### src/rtl/assert_macros.svh
// Assertion helpers shared by the tokenizer modules.
// Each expects clk_i and rst_ni in the scope where it is used.
`ifndef ASSERT_MACROS_SVH
`define ASSERT_MACROS_SVH

// A property that must hold at every clock edge outside reset.
`define STOK_ASSERT(name, prop, msg) \
  name: assert property (@(posedge clk_i) disable iff (!rst_ni) (prop)) \
    else $error(msg);

// A condition that must be followed by another one in the next cycle.
`define STOK_ASSERT_NEXT(name, ante, cons, msg) \
  name: assert property (@(posedge clk_i) disable iff (!rst_ni) (ante) |=> (cons)) \
    else $error(msg);

`endif

### src/rtl/stok_pkg.sv
package stok_pkg;

  // Default counter widths.
  localparam int POSITION_BITS_DEF = 16;
  localparam int LENGTH_BITS_DEF   = 8;

  // Widths of the result fields on the ports.
  localparam int OUT_POS_W = 16;
  localparam int OUT_LEN_W = 8;

  // Result queue geometry.
  localparam int FIFO_DEPTH = 4;
  localparam int PTR_W      = $clog2(FIFO_DEPTH);
  localparam int CNT_W      = $clog2(FIFO_DEPTH + 1);

  // Characters with a special meaning to the lexer.
  localparam logic [7:0] CHAR_NUL     = 8'h00;
  localparam logic [7:0] CHAR_NEWLINE = 8'h0A;
  localparam logic [7:0] CHAR_QUOTE   = 8'h22;
  localparam logic [7:0] CHAR_LPAREN  = 8'h28;
  localparam logic [7:0] CHAR_RPAREN  = 8'h29;
  localparam logic [7:0] CHAR_STAR    = 8'h2A;
  localparam logic [7:0] CHAR_PLUS    = 8'h2B;
  localparam logic [7:0] CHAR_MINUS   = 8'h2D;
  localparam logic [7:0] CHAR_SLASH   = 8'h2F;
  localparam logic [7:0] CHAR_SEMI    = 8'h3B;
  localparam logic [7:0] CHAR_EQUAL   = 8'h3D;
  localparam logic [7:0] CHAR_LBRACE  = 8'h7B;
  localparam logic [7:0] CHAR_RBRACE  = 8'h7D;
  localparam logic [7:0] CHAR_SPACE   = 8'h20;
  localparam logic [7:0] CHAR_TAB     = 8'h09;
  localparam logic [7:0] CHAR_CR      = 8'h0D;

  // Lexer modes.
  typedef enum logic [2:0] {
    MODE_IDLE    = 3'd0,
    MODE_IDENT   = 3'd1,
    MODE_INT     = 3'd2,
    MODE_STRING  = 3'd3,
    MODE_SLASH   = 3'd4,
    MODE_COMMENT = 3'd5,
    MODE_HALT    = 3'd6
  } mode_e;

  // Result kinds.
  typedef enum logic [3:0] {
    KIND_CHAR   = 4'd0,
    KIND_IDENT  = 4'd1,
    KIND_INT    = 4'd2,
    KIND_STRING = 4'd3,
    KIND_LPAREN = 4'd4,
    KIND_RPAREN = 4'd5,
    KIND_LBRACE = 4'd6,
    KIND_RBRACE = 4'd7,
    KIND_PLUS   = 4'd8,
    KIND_MINUS  = 4'd9,
    KIND_STAR   = 4'd10,
    KIND_SLASH  = 4'd11,
    KIND_ASSIGN = 4'd12,
    KIND_SEMI   = 4'd13,
    KIND_EOF    = 4'd14,
    KIND_ERROR  = 4'd15
  } kind_e;

  // One result beat as it leaves the block.
  typedef struct packed {
    kind_e                kind;
    logic [7:0]           value_char;
    logic [OUT_POS_W-1:0] start_line;
    logic [OUT_POS_W-1:0] start_column;
    logic [OUT_LEN_W-1:0] value_length;
    logic                 last;
  } result_t;

  // Results produced by one accepted byte, in order: r0 first.
  typedef struct packed {
    logic [1:0] count;
    result_t    r0;
    result_t    r1;
  } push_t;

  function automatic logic is_alpha(logic [7:0] c);
    return (c >= 8'h61 && c <= 8'h7A) || (c >= 8'h41 && c <= 8'h5A);
  endfunction

  function automatic logic is_digit(logic [7:0] c);
    return c >= 8'h30 && c <= 8'h39;
  endfunction

  function automatic logic is_space(logic [7:0] c);
    return c == CHAR_SPACE || (c >= CHAR_TAB && c <= CHAR_CR);
  endfunction

  // Kind of a single-character operator; KIND_ERROR for anything else.
  function automatic kind_e op_kind(logic [7:0] c);
    kind_e k;
    case (c)
      CHAR_LPAREN: k = KIND_LPAREN;
      CHAR_RPAREN: k = KIND_RPAREN;
      CHAR_LBRACE: k = KIND_LBRACE;
      CHAR_RBRACE: k = KIND_RBRACE;
      CHAR_PLUS:   k = KIND_PLUS;
      CHAR_MINUS:  k = KIND_MINUS;
      CHAR_STAR:   k = KIND_STAR;
      CHAR_EQUAL:  k = KIND_ASSIGN;
      CHAR_SEMI:   k = KIND_SEMI;
      default:     k = KIND_ERROR;
    endcase
    return k;
  endfunction

endpackage

### src/rtl/source_tokenizer_core.sv
// Streaming source tokenizer.
// Input channel: one source byte per beat on source_byte_i (in_valid_i / in_ready_o);
// byte 0 marks end of input. Output channel: one result per beat (out_valid_o /
// out_ready_i) with kind, value character, start line and column, value length and
// a last flag on the final result caused by an input byte.
// A byte is lexed in the cycle it is accepted; its results are registered in a
// four-entry result queue and reach the output from there, oldest first.
// Throughput is one byte per cycle while the queue has room. A byte gives zero,
// one or two results; bytes that give two (a token closed by the next token's
// first character) drain at one result per cycle while the receiver is ready,
// so a long run of them is limited by the single output port of the queue.
// in_ready_o is high while the queue has room for two results, so a stalled receiver
// holds back the input only once fewer than two entries are free; nothing is dropped.
// Reset clears the lexer to idle, the line, column and token counters to zero and
// empties the queue. An unknown character or an unterminated string gives an error
// result, after which bytes are still taken but give nothing until reset.
module source_tokenizer_core import stok_pkg::*; #(
  parameter int POSITION_BITS = POSITION_BITS_DEF,
  parameter int LENGTH_BITS   = LENGTH_BITS_DEF
) (
  input  logic                 clk_i,
  input  logic                 rst_ni,
  input  logic                 in_valid_i,
  output logic                 in_ready_o,
  input  logic [7:0]           source_byte_i,
  output logic                 out_valid_o,
  input  logic                 out_ready_i,
  output logic [3:0]           kind_o,
  output logic [7:0]           value_char_o,
  output logic [OUT_POS_W-1:0] start_line_o,
  output logic [OUT_POS_W-1:0] start_column_o,
  output logic [OUT_LEN_W-1:0] value_length_o,
  output logic                 last_o
);

  logic    accept;
  push_t   push;
  result_t head;

  assign accept = in_valid_i & in_ready_o;

  // Mode machine and counters.
  stok_lexer #(
    .POSITION_BITS(POSITION_BITS),
    .LENGTH_BITS  (LENGTH_BITS)
  ) u_lexer (
    .clk_i        (clk_i),
    .rst_ni       (rst_ni),
    .accept_i     (accept),
    .source_byte_i(source_byte_i),
    .push_o       (push)
  );

  // Result queue between the lexer and the receiver.
  stok_fifo u_fifo (
    .clk_i      (clk_i),
    .rst_ni     (rst_ni),
    .push_i     (push),
    .room_o     (in_ready_o),
    .out_valid_o(out_valid_o),
    .out_ready_i(out_ready_i),
    .head_o     (head)
  );

  assign kind_o         = head.kind;
  assign value_char_o   = head.value_char;
  assign start_line_o   = head.start_line;
  assign start_column_o = head.start_column;
  assign value_length_o = head.value_length;
  assign last_o         = head.last;

endmodule

### src/rtl/stok_lexer.sv
`include "assert_macros.svh"

module stok_lexer import stok_pkg::*; #(
  parameter int POSITION_BITS = POSITION_BITS_DEF,
  parameter int LENGTH_BITS   = LENGTH_BITS_DEF
) (
  input  logic       clk_i,
  input  logic       rst_ni,
  input  logic       accept_i,
  input  logic [7:0] source_byte_i,
  output push_t      push_o
);

  localparam logic [POSITION_BITS-1:0] PosMax = '1;
  localparam logic [LENGTH_BITS-1:0]   LenMax = '1;

  mode_e                    mode_q, mode_d;
  logic [POSITION_BITS-1:0] line_q, line_d;
  logic [POSITION_BITS-1:0] col_q, col_d;
  logic [POSITION_BITS-1:0] tok_line_q, tok_line_d;
  logic [POSITION_BITS-1:0] tok_col_q, tok_col_d;
  logic [LENGTH_BITS-1:0]   tok_len_q, tok_len_d;

  logic [LENGTH_BITS-1:0] len_inc;
  logic                   cont;
  logic                   idle_path;
  logic                   pre_v, idle_v;
  result_t                pre_r, idle_r;
  kind_e                  op_k;
  logic [1:0]             n_res;

  // Saturate an internal position to the port width.
  function automatic logic [OUT_POS_W-1:0] clamp_pos(logic [POSITION_BITS-1:0] v);
    logic [31:0] ext;
    ext = 32'(v);
    return (ext > 32'({OUT_POS_W{1'b1}})) ? {OUT_POS_W{1'b1}} : ext[OUT_POS_W-1:0];
  endfunction

  // Saturate an internal length to the port width.
  function automatic logic [OUT_LEN_W-1:0] clamp_len(logic [LENGTH_BITS-1:0] v);
    logic [15:0] ext;
    ext = 16'(v);
    return (ext > 16'({OUT_LEN_W{1'b1}})) ? {OUT_LEN_W{1'b1}} : ext[OUT_LEN_W-1:0];
  endfunction

  function automatic result_t mk(kind_e k, logic [7:0] ch, logic [POSITION_BITS-1:0] ln,
                                 logic [POSITION_BITS-1:0] cl, logic [LENGTH_BITS-1:0] len);
    result_t r;
    r.kind         = k;
    r.value_char   = ch;
    r.start_line   = clamp_pos(ln);
    r.start_column = clamp_pos(cl);
    r.value_length = clamp_len(len);
    r.last         = 1'b0;
    return r;
  endfunction

  assign len_inc = (tok_len_q == LenMax) ? tok_len_q : tok_len_q + LENGTH_BITS'(1);
  assign op_k    = op_kind(source_byte_i);
  assign cont    = (mode_q == MODE_IDENT) ? is_alpha(source_byte_i) : is_digit(source_byte_i);

  // Next state and results for the byte at the input.
  always_comb begin
    mode_d     = mode_q;
    tok_line_d = tok_line_q;
    tok_col_d  = tok_col_q;
    tok_len_d  = tok_len_q;
    line_d     = line_q;
    col_d      = col_q;
    pre_v      = 1'b0;
    pre_r      = '0;
    idle_v     = 1'b0;
    idle_r     = '0;
    idle_path  = 1'b0;

    // First the mode that was open before this byte.
    case (mode_q)
      MODE_IDENT, MODE_INT: begin
        pre_v = 1'b1;
        if (cont) begin
          tok_len_d = len_inc;
          pre_r     = mk(KIND_CHAR, source_byte_i, tok_line_q, tok_col_q, len_inc);
        end else begin
          pre_r     = mk((mode_q == MODE_IDENT) ? KIND_IDENT : KIND_INT, 8'h00,
                         tok_line_q, tok_col_q, tok_len_q);
          idle_path = 1'b1;
        end
      end
      MODE_STRING: begin
        pre_v = 1'b1;
        if (source_byte_i == CHAR_QUOTE) begin
          pre_r  = mk(KIND_STRING, 8'h00, tok_line_q, tok_col_q, tok_len_q);
          mode_d = MODE_IDLE;
        end else if (source_byte_i == CHAR_NUL) begin
          pre_r  = mk(KIND_ERROR, 8'h00, tok_line_q, tok_col_q, '0);
          mode_d = MODE_HALT;
        end else begin
          tok_len_d = len_inc;
          pre_r     = mk(KIND_CHAR, source_byte_i, tok_line_q, tok_col_q, len_inc);
        end
      end
      MODE_SLASH: begin
        if (source_byte_i == CHAR_SLASH) begin
          mode_d = MODE_COMMENT;
        end else begin
          pre_v     = 1'b1;
          pre_r     = mk(KIND_SLASH, 8'h00, tok_line_q, tok_col_q, '0);
          idle_path = 1'b1;
        end
      end
      MODE_COMMENT: begin
        if (source_byte_i == CHAR_NEWLINE) begin
          mode_d = MODE_IDLE;
        end else if (source_byte_i == CHAR_NUL) begin
          idle_path = 1'b1;
        end
      end
      MODE_IDLE: begin
        idle_path = 1'b1;
      end
      default: begin
      end
    endcase

    // Then the byte lexed from idle, when the open token did not take it.
    if (idle_path) begin
      mode_d = MODE_IDLE;
      if (source_byte_i == CHAR_NUL) begin
        idle_v = 1'b1;
        idle_r = mk(KIND_EOF, 8'h00, line_q, col_q, '0);
      end else if (is_space(source_byte_i)) begin
        mode_d = MODE_IDLE;
      end else if (is_alpha(source_byte_i) || is_digit(source_byte_i)) begin
        mode_d     = is_alpha(source_byte_i) ? MODE_IDENT : MODE_INT;
        tok_line_d = line_q;
        tok_col_d  = col_q;
        tok_len_d  = LENGTH_BITS'(1);
        idle_v     = 1'b1;
        idle_r     = mk(KIND_CHAR, source_byte_i, line_q, col_q, LENGTH_BITS'(1));
      end else if (source_byte_i == CHAR_QUOTE || source_byte_i == CHAR_SLASH) begin
        mode_d     = (source_byte_i == CHAR_QUOTE) ? MODE_STRING : MODE_SLASH;
        tok_line_d = line_q;
        tok_col_d  = col_q;
        tok_len_d  = '0;
      end else begin
        // Operators, or an unknown character that stops the lexer.
        idle_v = 1'b1;
        idle_r = mk(op_k, 8'h00, line_q, col_q, '0);
        if (op_k == KIND_ERROR) begin
          mode_d = MODE_HALT;
        end
      end
    end

    // Advance the position of the next byte.
    if (source_byte_i != CHAR_NUL && mode_d != MODE_HALT) begin
      if (source_byte_i == CHAR_NEWLINE) begin
        line_d = (line_q == PosMax) ? line_q : line_q + POSITION_BITS'(1);
        col_d  = '0;
      end else begin
        col_d = (col_q == PosMax) ? col_q : col_q + POSITION_BITS'(1);
      end
    end
  end

  // Pack up to two results per beat and flag the final one.
  always_comb begin
    n_res  = accept_i ? (2'(pre_v) + 2'(idle_v)) : 2'd0;
    push_o = '0;
    push_o.count = n_res;
    push_o.r0    = pre_v ? pre_r : idle_r;
    push_o.r1    = idle_r;
    if (n_res == 2'd2) begin
      push_o.r1.last = 1'b1;
    end else begin
      push_o.r0.last = 1'b1;
    end
  end

  always_ff @(posedge clk_i or negedge rst_ni) begin
    if (!rst_ni) begin
      mode_q     <= MODE_IDLE;
      line_q     <= '0;
      col_q      <= '0;
      tok_line_q <= '0;
      tok_col_q  <= '0;
      tok_len_q  <= '0;
    end else if (accept_i) begin
      mode_q     <= mode_d;
      line_q     <= line_d;
      col_q      <= col_d;
      tok_line_q <= tok_line_d;
      tok_col_q  <= tok_col_d;
      tok_len_q  <= tok_len_d;
    end
  end

  `STOK_ASSERT_NEXT(a_halt_sticky, mode_q == MODE_HALT, mode_q == MODE_HALT,
                    "lexer left the halted mode")
  `STOK_ASSERT(a_two_results_last,
               (push_o.count != 2'd2) || (!push_o.r0.last && push_o.r1.last),
               "last flag not on the second of two results")

endmodule

### src/rtl/stok_fifo.sv
`include "assert_macros.svh"

module stok_fifo import stok_pkg::*; (
  input  logic    clk_i,
  input  logic    rst_ni,
  input  push_t   push_i,
  output logic    room_o,
  output logic    out_valid_o,
  input  logic    out_ready_i,
  output result_t head_o
);

  result_t            mem_q [FIFO_DEPTH];
  logic [PTR_W-1:0]   wr_ptr_q, rd_ptr_q;
  logic [PTR_W-1:0]   wr_ptr_nxt;
  logic [CNT_W-1:0]   count_q;
  logic               pop;

  // Room for the worst case of two results from the next beat.
  assign room_o      = count_q <= CNT_W'(FIFO_DEPTH - 2);
  assign out_valid_o = count_q != '0;
  assign head_o      = mem_q[rd_ptr_q];
  assign pop         = out_valid_o & out_ready_i;
  assign wr_ptr_nxt  = wr_ptr_q + PTR_W'(1);

  // Result storage, no reset needed on the payload.
  always_ff @(posedge clk_i) begin
    if (push_i.count != 2'd0) begin
      mem_q[wr_ptr_q] <= push_i.r0;
    end
    if (push_i.count == 2'd2) begin
      mem_q[wr_ptr_nxt] <= push_i.r1;
    end
  end

  // Pointers and fill level.
  always_ff @(posedge clk_i or negedge rst_ni) begin
    if (!rst_ni) begin
      wr_ptr_q <= '0;
      rd_ptr_q <= '0;
      count_q  <= '0;
    end else begin
      wr_ptr_q <= wr_ptr_q + PTR_W'(push_i.count);
      rd_ptr_q <= rd_ptr_q + PTR_W'(pop);
      count_q  <= count_q + CNT_W'(push_i.count) - CNT_W'(pop);
    end
  end

  `STOK_ASSERT(a_no_overflow, count_q <= CNT_W'(FIFO_DEPTH), "result queue overflow")
  `STOK_ASSERT(a_push_has_room,
               (push_i.count == 2'd0) || (count_q <= CNT_W'(FIFO_DEPTH - 2)),
               "results pushed without room for two")
  `STOK_ASSERT(a_ptr_match, (wr_ptr_q - rd_ptr_q) == count_q[PTR_W-1:0],
               "queue pointers disagree with the fill level")

endmodule

### config.mk
export PLATFORM = sky130hd
export DESIGN_NAME = source_tokenizer_core
export DESIGN_NICKNAME = d
export VERILOG_FILES = /design/src/rtl/stok_pkg.sv /design/src/rtl/source_tokenizer_core.sv /design/src/rtl/stok_lexer.sv /design/src/rtl/stok_fifo.sv
export VERILOG_INCLUDE_DIRS = /design/src /design/src/rtl
export SDC_FILE = /design/constraint.sdc
export NUM_CORES = 1
export LEC_CHECK = 0
export ABC_AREA = 1
export ABC_CLOCK_PERIOD_IN_PS = 5200
export BUFFER_PORTS_ARGS = -buffer_cell sky130_fd_sc_hd__buf_2
export CORE_MARGIN = 2
export CORE_UTILIZATION = 45
export DETAILED_ROUTE_END_ITERATION = 8
export HOLD_SLACK_MARGIN = 0.15
export PLACE_DENSITY = 0.68
export SYNTH_ARGS = -nofsm -noshare
export SYNTH_HDL_FRONTEND = slang
export SYNTH_SLANG_ARGS = --single-unit
### constraint.sdc
create_clock -name clk_i -period 5.2 [get_ports clk_i]
set_input_delay 0.52 -clock clk_i [delete_from_list [all_inputs] [get_ports clk_i]]
set_output_delay 0.52 -clock clk_i [all_outputs]
set_load 0.05 [all_outputs]
After elaboration in Yosys (flattened, before gate mapping)
Memory sizes are Yosys's and may differ from the RTL's.
Index checks and enable logic that the tools add are counted.

storage, ports and cells
  output and inout bits = 55
  memories kept = 1
  word-level logic and storage cells = 139
  register bits = 82
  bits of input ports = 12
  RAM bits = 212

memory list
  memory        depth  width  rd ports  clocked after memory_dff  wr ports  line             text
  u_fifo.mem_q  4      53     1         0                         2         stok_fifo.sv:13  result_t mem_q [FIFO_DEPTH];

cells by class
  order comparisons = 9
  $add $sub $neg = 9
  bitwise logic cells = 5
  equality and inequality tests = 25
  muxes and demuxes = 61
  reductions and logical operators = 20

operators by type and width
  operator                                              count
  2-to-1 mux 53 bit                                     10
  case mux 53 bit (3 select lines)                      1
  2-to-1 mux 16 bit                                     6
  == test 8 x 6 -> 1 bit (second input constant)        10
  2-to-1 mux 8 bit                                      9
  case mux 4 bit (9 select lines)                       1
  2-to-1 mux 3 bit                                      11
  adder 16 x 1 -> 16 bit (second input constant)        2
  == test 16 bit (second input constant)                2
  == test 8 x 7 -> 1 bit (second input constant)        2
  >= comparator 8 x 7 -> 1 bit (second input constant)  2
  <= comparator 8 x 7 -> 1 bit (second input constant)  2
  2-to-1 mux 1 bit                                      16
  case mux 8 bit (2 select lines)                       1
  case mux 3 bit (3 select lines)                       1
  adder 8 x 1 -> 8 bit (second input constant)          1
  == test 8 x 4 -> 1 bit (second input constant)        1
  == test 8 bit (second input constant)                 1
  >= comparator 8 x 4 -> 1 bit (second input constant)  1
  >= comparator 8 x 6 -> 1 bit (second input constant)  1
  <= comparator 8 x 4 -> 1 bit (second input constant)  1
  <= comparator 8 x 6 -> 1 bit (second input constant)  1
  logical NOT 8 bit                                     1
  nonzero test 8 bit                                    1
  other kinds (29)                                      44

Longest topological paths before layout
Gate-level depths: netlist of run 1.

  word-level depth = 13
  mapped depth = 25
  mapped depth without buffers = 23

Modules after synthesis
A second synthesis of run 1 with hierarchy kept.

second synthesis, totals
  cells, all modules = 2044
  area, all modules = 16664.7 um^2

modules (own cells, without submodules)
  module                 cells an instance  area an instance (um^2)  seq. area each (um^2)  times used
  stok_fifo              1147               10742.8                  6541.3                 1
  stok_lexer             895                5914.4                   1876.8                 1
  source_tokenizer_core  2                  7.5                      0.0                    1

Least setup slack after synthesis of run 1
No wires, ideal clock.

  path kind = input port to flip-flop
  start = in source_byte_i[7]
  end = mem u_fifo.mem_q[1][0] in the netlist's numbering, enable pin
  library setup time = 0.400 ns
  data required time = 4.800 ns
  stages = 19
  buffers on the path = 2
  slack = 0.988 ns
  arrival = 3.811 ns
  cell sequence = nor2_2 -> nand2_1 -> nor2_4 -> inv_4 -> nand3_2 -> nand2_2 -> clkinv_4 -> nand2_8 -> buf_12 -> nand2_8 -> buf_12 -> inv_1 -> ha_1 -> inv_1 -> nor2_1 -> nor2_1 -> nor2_1 -> nor2_1 -> inv_1

RTL lines
  what         line                         text
  from (decl)  source_tokenizer_core.sv:25  input logic [7:0] source_byte_i,
  to (decl)    stok_fifo.sv:13

==> results of run 1 <==
==> worst min-delay path, delay by kind of cell <==
| family | cells | cell delay (ns) |
|---|---|---|
| simple gates | 1 | 0.10 |
| buf+inv | 2 | 0.16 |
==> power groups by stage <==
stage          registers (W)  logic [W]  clock network, W
2_1_floorplan        0.00323    0.00415                 0
6_report             0.00326    0.00536           0.00213
5_1_grt              0.00331    0.00575           0.00224
3_5_place_dp         0.00330    0.00534                 0
4_1_cts              0.00325    0.00536           0.00215
3_3_place_gp         0.00329    0.00527                 0
==> state kept, by name (all words and copies together), names as in the netlist <==
signal              count
u_lexer.mode_q          3
u_lexer.tok_line_q     16
u_lexer.col_q          16
u_fifo.count_q          3
u_lexer.tok_len_q       8
u_fifo.mem_q          212
u_lexer.line_q         16
u_lexer.tok_col_q      16
u_fifo.rd_ptr_q         2
u_fifo.wr_ptr_q         2
==> cell usage in the layout, fill, tap and decap left out, types with 3 or more instances in the layout <==
master and instances:
a21oi_1 21, a22o_1 8, a31oi_1 5, buf_2 65, buf_4 24, clkbuf_1 13, clkbuf_16 31, clkinv_1 3
clkinv_2 3, clkinv_4 3, dfrtp_1 81, dfxtp_1 28, edfxtp_1 184, ha_1 9, inv_1 96, inv_2 54
nand2_1 293, nand2_2 37, nand2_4 4, nand2_8 4, nand3_1 38, nand3_2 5, nand3_4 3, nand4_1 18
nor2_1 210, nor2_2 11, nor2_4 35, nor3_1 17, nor4_1 5, o21ai_0 128, o21ai_1 53, o21ai_2 29
o21bai_1 6, o22ai_1 207, xor2_1 21
==> layer usage <==
| layer | wire length [um] | up-vias | track usage, % | share of wire, % |
|---|---|---|---|---|
| met2 | 19700 | 541 | 38.7 | 47 |
| met4 | 950 | 0 | 6.92 | 2.3 |
| met3 | 3350 | 61 | 3.19 | 8.1 |
| met5 | 0 | - | 0 | 0 |
| met1 | 17600 | 6094 | 31.0 | 42 |
| li1 | - | 6071 | - | - |
==> cell type report <==
| cell class | instances | area [sq um] |
|---|---|---|
| well taps | 455 | 569 |
| inverters | 154 | 589 |
| fillers | 3127 | 17100 |
| repair buffers | 91 | 536 |
| clock buffers | 46 | 852 |
| flip-flops and latches | 294 | 8140 |
| clock inverters | 11 | 114 |
| multi-input cells | 1180 | 6390 |
==> logic make-up (layout without fill, tap and decap cells) <==
| group | after synthesis | after routing | synth area share (%) |
|---|---|---|---|
| buf+inv | 246 | 302 | 6.60 |
| fa+ha+maj | 10 | 10 | 0.853 |
| flops | 294 | 294 | 52.3 |
| simple gates | 681 | 681 | 20.8 |
| xor+xnor | 22 | 22 | 1.24 |
| compound gates | 467 | 467 | 18.2 |
==> final timing paths <==
check	from	end	slack [ns]
min in group asynchronous	rst_ni	u_fifo.count_q[1]	0.44
hold reg to reg	u_fifo.mem_q[1][2]	u_fifo.mem_q[1][2]	0.45
setup reg to reg	u_lexer.mode_q[1]	u_fifo.mem_q[1][38]	1.11
hold / removal	source_byte_i[7]	u_fifo.mem_q[1][48]	0.34
setup / recovery	u_lexer.mode_q[1]	u_fifo.mem_q[1][38]	1.11
max in group asynchronous	rst_ni	u_lexer.tok_line_q[10]	3.69
==> metrics by stage <==
step	setup WS [ns]	cell area (sq um)	hold WS, ns	total power [W]	utilization [%]
6_report	1.11	17200	0.344	0.0107	50.1
5_1_grt	0.723	17200	0.376	0.0113	50.1
4_1_cts	1.13	17200	0.331	0.0108	50.1
2_1_floorplan	0.988	15600	0.224	0.00738	-
3_5_place_dp	0.716	16200	0.434	0.00864	47.3
3_3_place_gp	0.874	16200	0.433	0.00855	47.3
==> metrics.md, run 1 <==
| Metric | Value |
|---|---|
| Status | completed |
| Via density | 5.72 |
| Yosys top cell by area | edfxtp_1 |
| Iteration-0 DRC Markers | 1204 |
| Total number of vias | 12.8k |
| Total CTS buffers | 31 |
| Top FF cell, synth | edfxtp_1 |
| RSZ-0062 raised after global routing | false |
| Netlist cell types | 46 |
| Crit share post-route | 78.6% |
| Synth top area share | 35.5% |
| Clk Latency, worst-skew pair | 0.57 ns |
| Critical Path AT | 4.27 ns |
| Max Cap Viol | 0 |
| Die H | 190 um |
| Final setup viols | 0 |
| All-Layer GR Usage | 23.0% |
| Sequential power share | 30.3% |
| WP depth | 18 |
| Nets | 1774 |
| Setup tns final | 0 ns |
| Post-Syn Instances | 1720 |
| # IOs | 67 |
| Worst path slowest cell | buf_4 |
| Mapped Nets | 1742 |
| Worst vdd ir | 327 uV |
| Power share of the clock group | 19.8% |
| Initial DRT Pass Iterations | 5 |
| CP max stage delay | 0.62 ns |
| Post-CTS setup buffer count | 0 |
| Element type at the critical path end | flop |
| Cell repeated most along the worst path | nor2_1 |
| Fraction of registers with async set/reset | 27.9% |
| Crit path required time | 5.39 ns |
| Root Buffer | clkbuf_16 |
| Clock Pin Slew Worst Setup and Hold Paths | 0.06 ns |
| Register area share after synthesis | 52.3% |
| Critical path cell sequence | inv_1, nand2_1, nor2_1, inv_1, nand2_2, nand2_4, nand2_8, nand2_8, nand2_8, inv_1, ha_1, inv_1, nor2_1, nor2_1, nor2_1, nor2_1, inv_2, buf_4 |
| Post-DRT Antenna Nets | 0 |
| DR WL/cell | 18.7 um |
| Drt total wl | 41600 um |
| Post-route DRC | 0 |
| Layout area overhead | 10.5% |
| Startpoint Class | flop |
| WHS Path Cells | 3 |
| Sw Share | 48.2% |
| Slew Limit Fails | 0 |
| Vias in the first global route | 12.1k |
| Final Wtd Congestion | 0.904 |
| Logic gate share of total power | 49.9% |
| CORE AREA | 34300 sq um |
| Setup CP Type | reg2reg |
| First-pass GRT wire length | 65900 um |
| Clock Skew | 0.0179 ns |
| Commonest cells post-synth | nand2_1, nor2_1, o22ai_1 |
| FMAX | 245 MHz |
| Initial core utilization | 45.4% |
| CTS Sinks | 294 |
| Initial antenna violation count | 0 |
| Worst Max-Slew Pin Slew | 1.23 ns |
| Die W | 190 um |
| Placed cells | 2173 |
| # hold bufs at CTS | 1 |
| Share of cells above drive strength 1 | 18.2% |
| H-tree depth | 1 |
| Number of antenna diodes | 0 |
| Bufs and invs on worst path | 6 |
| Synthesized flop and latch total | 294 |
| CP delay by family, top | simple AND/OR/NAND/NOR gates |
| Crit path max fanout | 46 |
| Row cnt | 68 |
| Internal | 0.00556 W |
| Detailed placement HPWL | 27000 um |
| Mapped cell area | 15600 sq um |
| Mean Syn Cell Area | 9.04 sq um |
| Total die area | 36100 sq um |
| Power density cells | 625 nW/um^2 |
| GRT Residual Overflow | 0 |
| Max-slew headroom | 17.8% |
| Clock buffer depth | 3 |
| Leak Pwr | 6.50 nW |
| Most frequent cell after synthesis | nand2_1 |
| TritonCTS clock tree | built |
| Final min period | 4.09 ns |
| Post-synth EDFFs | 184 |
| Ys Warns | 0 |
| Post-cts resize count | 0 |
| R2R depth | 18 |
| Net Switching | 0.00518 W |
| Largest cells by area after synthesis | edfxtp_1, dfrtp_1, o22ai_1 |
| Largest net degree at the start of global routing | 107 |
| Post-route insts no fill | 2231 |
| Min-Delay Path Class | in2reg |
| Fin. Hold Viols | 0 |
| Port bufs | 66 |
No activity file was read; power rests on OpenSTA's default activity.
==> run 2: changes to the inputs <==
- ABC_CLOCK_PERIOD_IN_PS: 5200 -> 3900
- clock period: 5.2 -> 3.9 ns (I/O delays scaled with it)
==> run 2 against run 1 <==
Clock-buffer cell count increased by 2. Utilization increased by 1.5 points. First-iteration DRC count decreased by 1.0%. Non-clock buffer count increased by 19. Clock power increased by 57%. Maximum frequency increased by 14%. Register-to-register slack got worse by 0.81 ns. Setup slack got worse by 0.81 ns. Cell count increased by 1.1%. Critical endpoint is now u_fifo.mem_q[3][31]. Sequential cell count unchanged. Global-route usage increased by 0.36 points. Sequential power increased by 34%.
==> metrics.md, run 2 (synthesis gave the netlist of run 1 again) <==
| Metric | Value |
|---|---|
| Status | completed |
| Worst Max-Slew Pin Slew | 0.974 ns |
| Leak Pwr | 6.73 nW |
| Clock Skew | 0.0188 ns |
| CTS Sinks | 294 |
| Slew Limit Fails | 0 |
| Total die area | 36100 sq um |
| Initial antenna violation count | 0 |
| Final Wtd Congestion | 0.916 |
| Share of cells above drive strength 1 | 19.9% |
| Tot Pwr | 0.0150 W |
| GRT Residual Overflow | 0 |
| Fin. Hold Viols | 0 |
| Layout area overhead | 13.9% |
| H-tree depth | 2 |
| FILL cells | 3074 |
| Max-slew headroom | 35.1% |
| Total number of vias | 12.8k |
| Initial DRT Pass Iterations | 6 |
| Fin util | 51.7% |
| Power share of the clock group | 22.3% |
| Number of antenna diodes | 0 |
| Row cnt | 68 |
| Critical Path AT | 3.76 ns |
| Post-cts resize count | 0 |
| Iteration-0 DRC Markers | 1192 |
| Crit path required time | 4.07 ns |
| Min-Delay Path Class | in2reg |
| Net Switching | 0.00702 W |
| Most common cell after layout, fill and taps aside | nand2_1 |
| Sequential power share | 29.1% |
| Largest net degree at the start of global routing | 93 |
| Initial core utilization | 45.4% |
| Drt total wl | 42000 um |
| Root Buffer | clkbuf_16 |
| Setup tns final | 0 ns |
| CORE AREA | 34300 sq um |
| Startpoint Class | flop |
| RSZ-0062 raised after global routing | false |
| Clock buffer depth | 3 |
| Crit share post-route | 92.2% |
| Clock Pin Slew Worst Setup and Hold Paths | 0.06 ns |
| Final min period | 3.59 ns |
| Total CTS buffers | 34 |
| First-pass GRT wire length | 66600 um |
| # IOs | 67 |
| # hold bufs at CTS | 1 |
| Post-CTS setup buffer count | 0 |
| Most frequent cells in the layout | nand2_1, o22ai_1, nor2_1, edfxtp_1, o21ai_0 |
| Detailed placement HPWL | 27100 um |
| Flop2flop setup slack | 0.31 ns |
| Sw Share | 46.8% |
| Port bufs | 66 |
| TritonCTS clock tree | built |
| Vias in the first global route | 12.3k |
| Element type at the critical path end | flop |
| Logic gate share of total power | 48.6% |
| Storage cell area | 8140 sq um |
| Worst vdd ir | 455 uV |
| Internal | 0.00797 W |
| Via density | 5.67 |
| All-Layer GR Usage | 23.4% |
| Max Cap Viol | 0 |
| Post-route DRC | 0 |
| Max reg flops | 212 |
| Power density cells | 846 nW/um^2 |
| Crit path max fanout | 27 |
| Die H | 190 um |
| Setup CP Type | reg2reg |
| Final setup viols | 0 |
| Die W | 190 um |
| Nets | 1796 |
| Largest Register | u_fifo.mem_q |
| Clk Latency, worst-skew pair | 0.52 ns |
| DR WL/cell | 18.6 um |
| Multi-input gate area | 6400 sq um |
| FMAX | 278 MHz |
| Post-DRT Antenna Nets | 0 |
run 2: cell count changes in the layout (fill, tap and decap cells not counted), moves of 3 or more:
| cell | change |
|---|---|
| clkbuf_8 | +3 |
| clkbuf_1 | -6 |
| buf_12 | +10 |
| nor2_2 | +4 |
| buf_4 | +9 |
| inv_2 | -4 |
| clkbuf_16 | +5 |
| nor2_1 | -4 |
run 2: metrics by stage:
step                      std cells  hold slack (ns)  area [sq um]  worst slack (ns)
after floorplan                1720           0.0944         15600            0.0870
after global placement         2192            0.433         16500             0.129
after detailed placement       2192            0.439         16500            0.0867
after CTS                      2255            0.226         17700             0.339
after global routing           2255            0.260         17700            0.0812
final                          2255            0.235         17700             0.306
run 2: power groups by stage:
stage / Combinational, W / Sequential, W / Clock (W)
after floorplan: 0.00555 / 0.00430 / 0
final: 0.00729 / 0.00436 / 0.00334
after CTS: 0.00727 / 0.00435 / 0.00338
after global placement: 0.00716 / 0.00439 / 0
after detailed placement: 0.00725 / 0.00441 / 0
after global routing: 0.00781 / 0.00442 / 0.00351
run 2: worst max-delay path: stages, from the launching register on:
cell and delay, ns:
dfrtp_1 0.38, inv_1 0.10, nand2_1 0.09, nor2_1 0.29, inv_1 0.09, nand2_2 0.12
nand2_4 0.07, nand2_8 0.11, nand2_8 0.12, nand2_8 0.07, inv_1 0.04, ha_1 0.33
inv_1 0.05, nor2_1 0.13, nor2_1 0.10, nor2_1 0.52, nor2_2 0.14, clkinvlp_4 0.11
buf_4 0.38
run 2: final cells by class:
cell class	instances	area share, %
Multi-Input combinational cell	1180	36.1
Tap cell	455	3.21
Clock buffer	48	5.62
Sequential cell	294	45.9
Inverter	154	3.41
Timing Repair Buffer	110	4.53
Clock inverter	14	1.14
run 2: path summary, 6_finish.rpt:
check / from / endpoint / cells after the start
max in group asynchronous: rst_ni / u_lexer.line_q[2] / 3
hold reg to reg: u_fifo.mem_q[2][7] / u_fifo.mem_q[2][7] / 2
hold / removal: source_byte_i[7] / u_fifo.mem_q[2][48] / 3
setup / recovery: u_lexer.mode_q[1] / u_fifo.mem_q[3][31] / 18
setup reg to reg: u_lexer.mode_q[1] / u_fifo.mem_q[3][31] / 18
min in group asynchronous: rst_ni / u_fifo.rd_ptr_q[1] / 2
run 2: per-layer routing:
metal	vias up	GRT usage [%]	part of all wire [%]
li1	6119	-	-
met2	492	39.6	48
met4	0	7.87	2.6
met1	6080	31.3	43
met5	-	0	0
met3	98	2.62	6.3
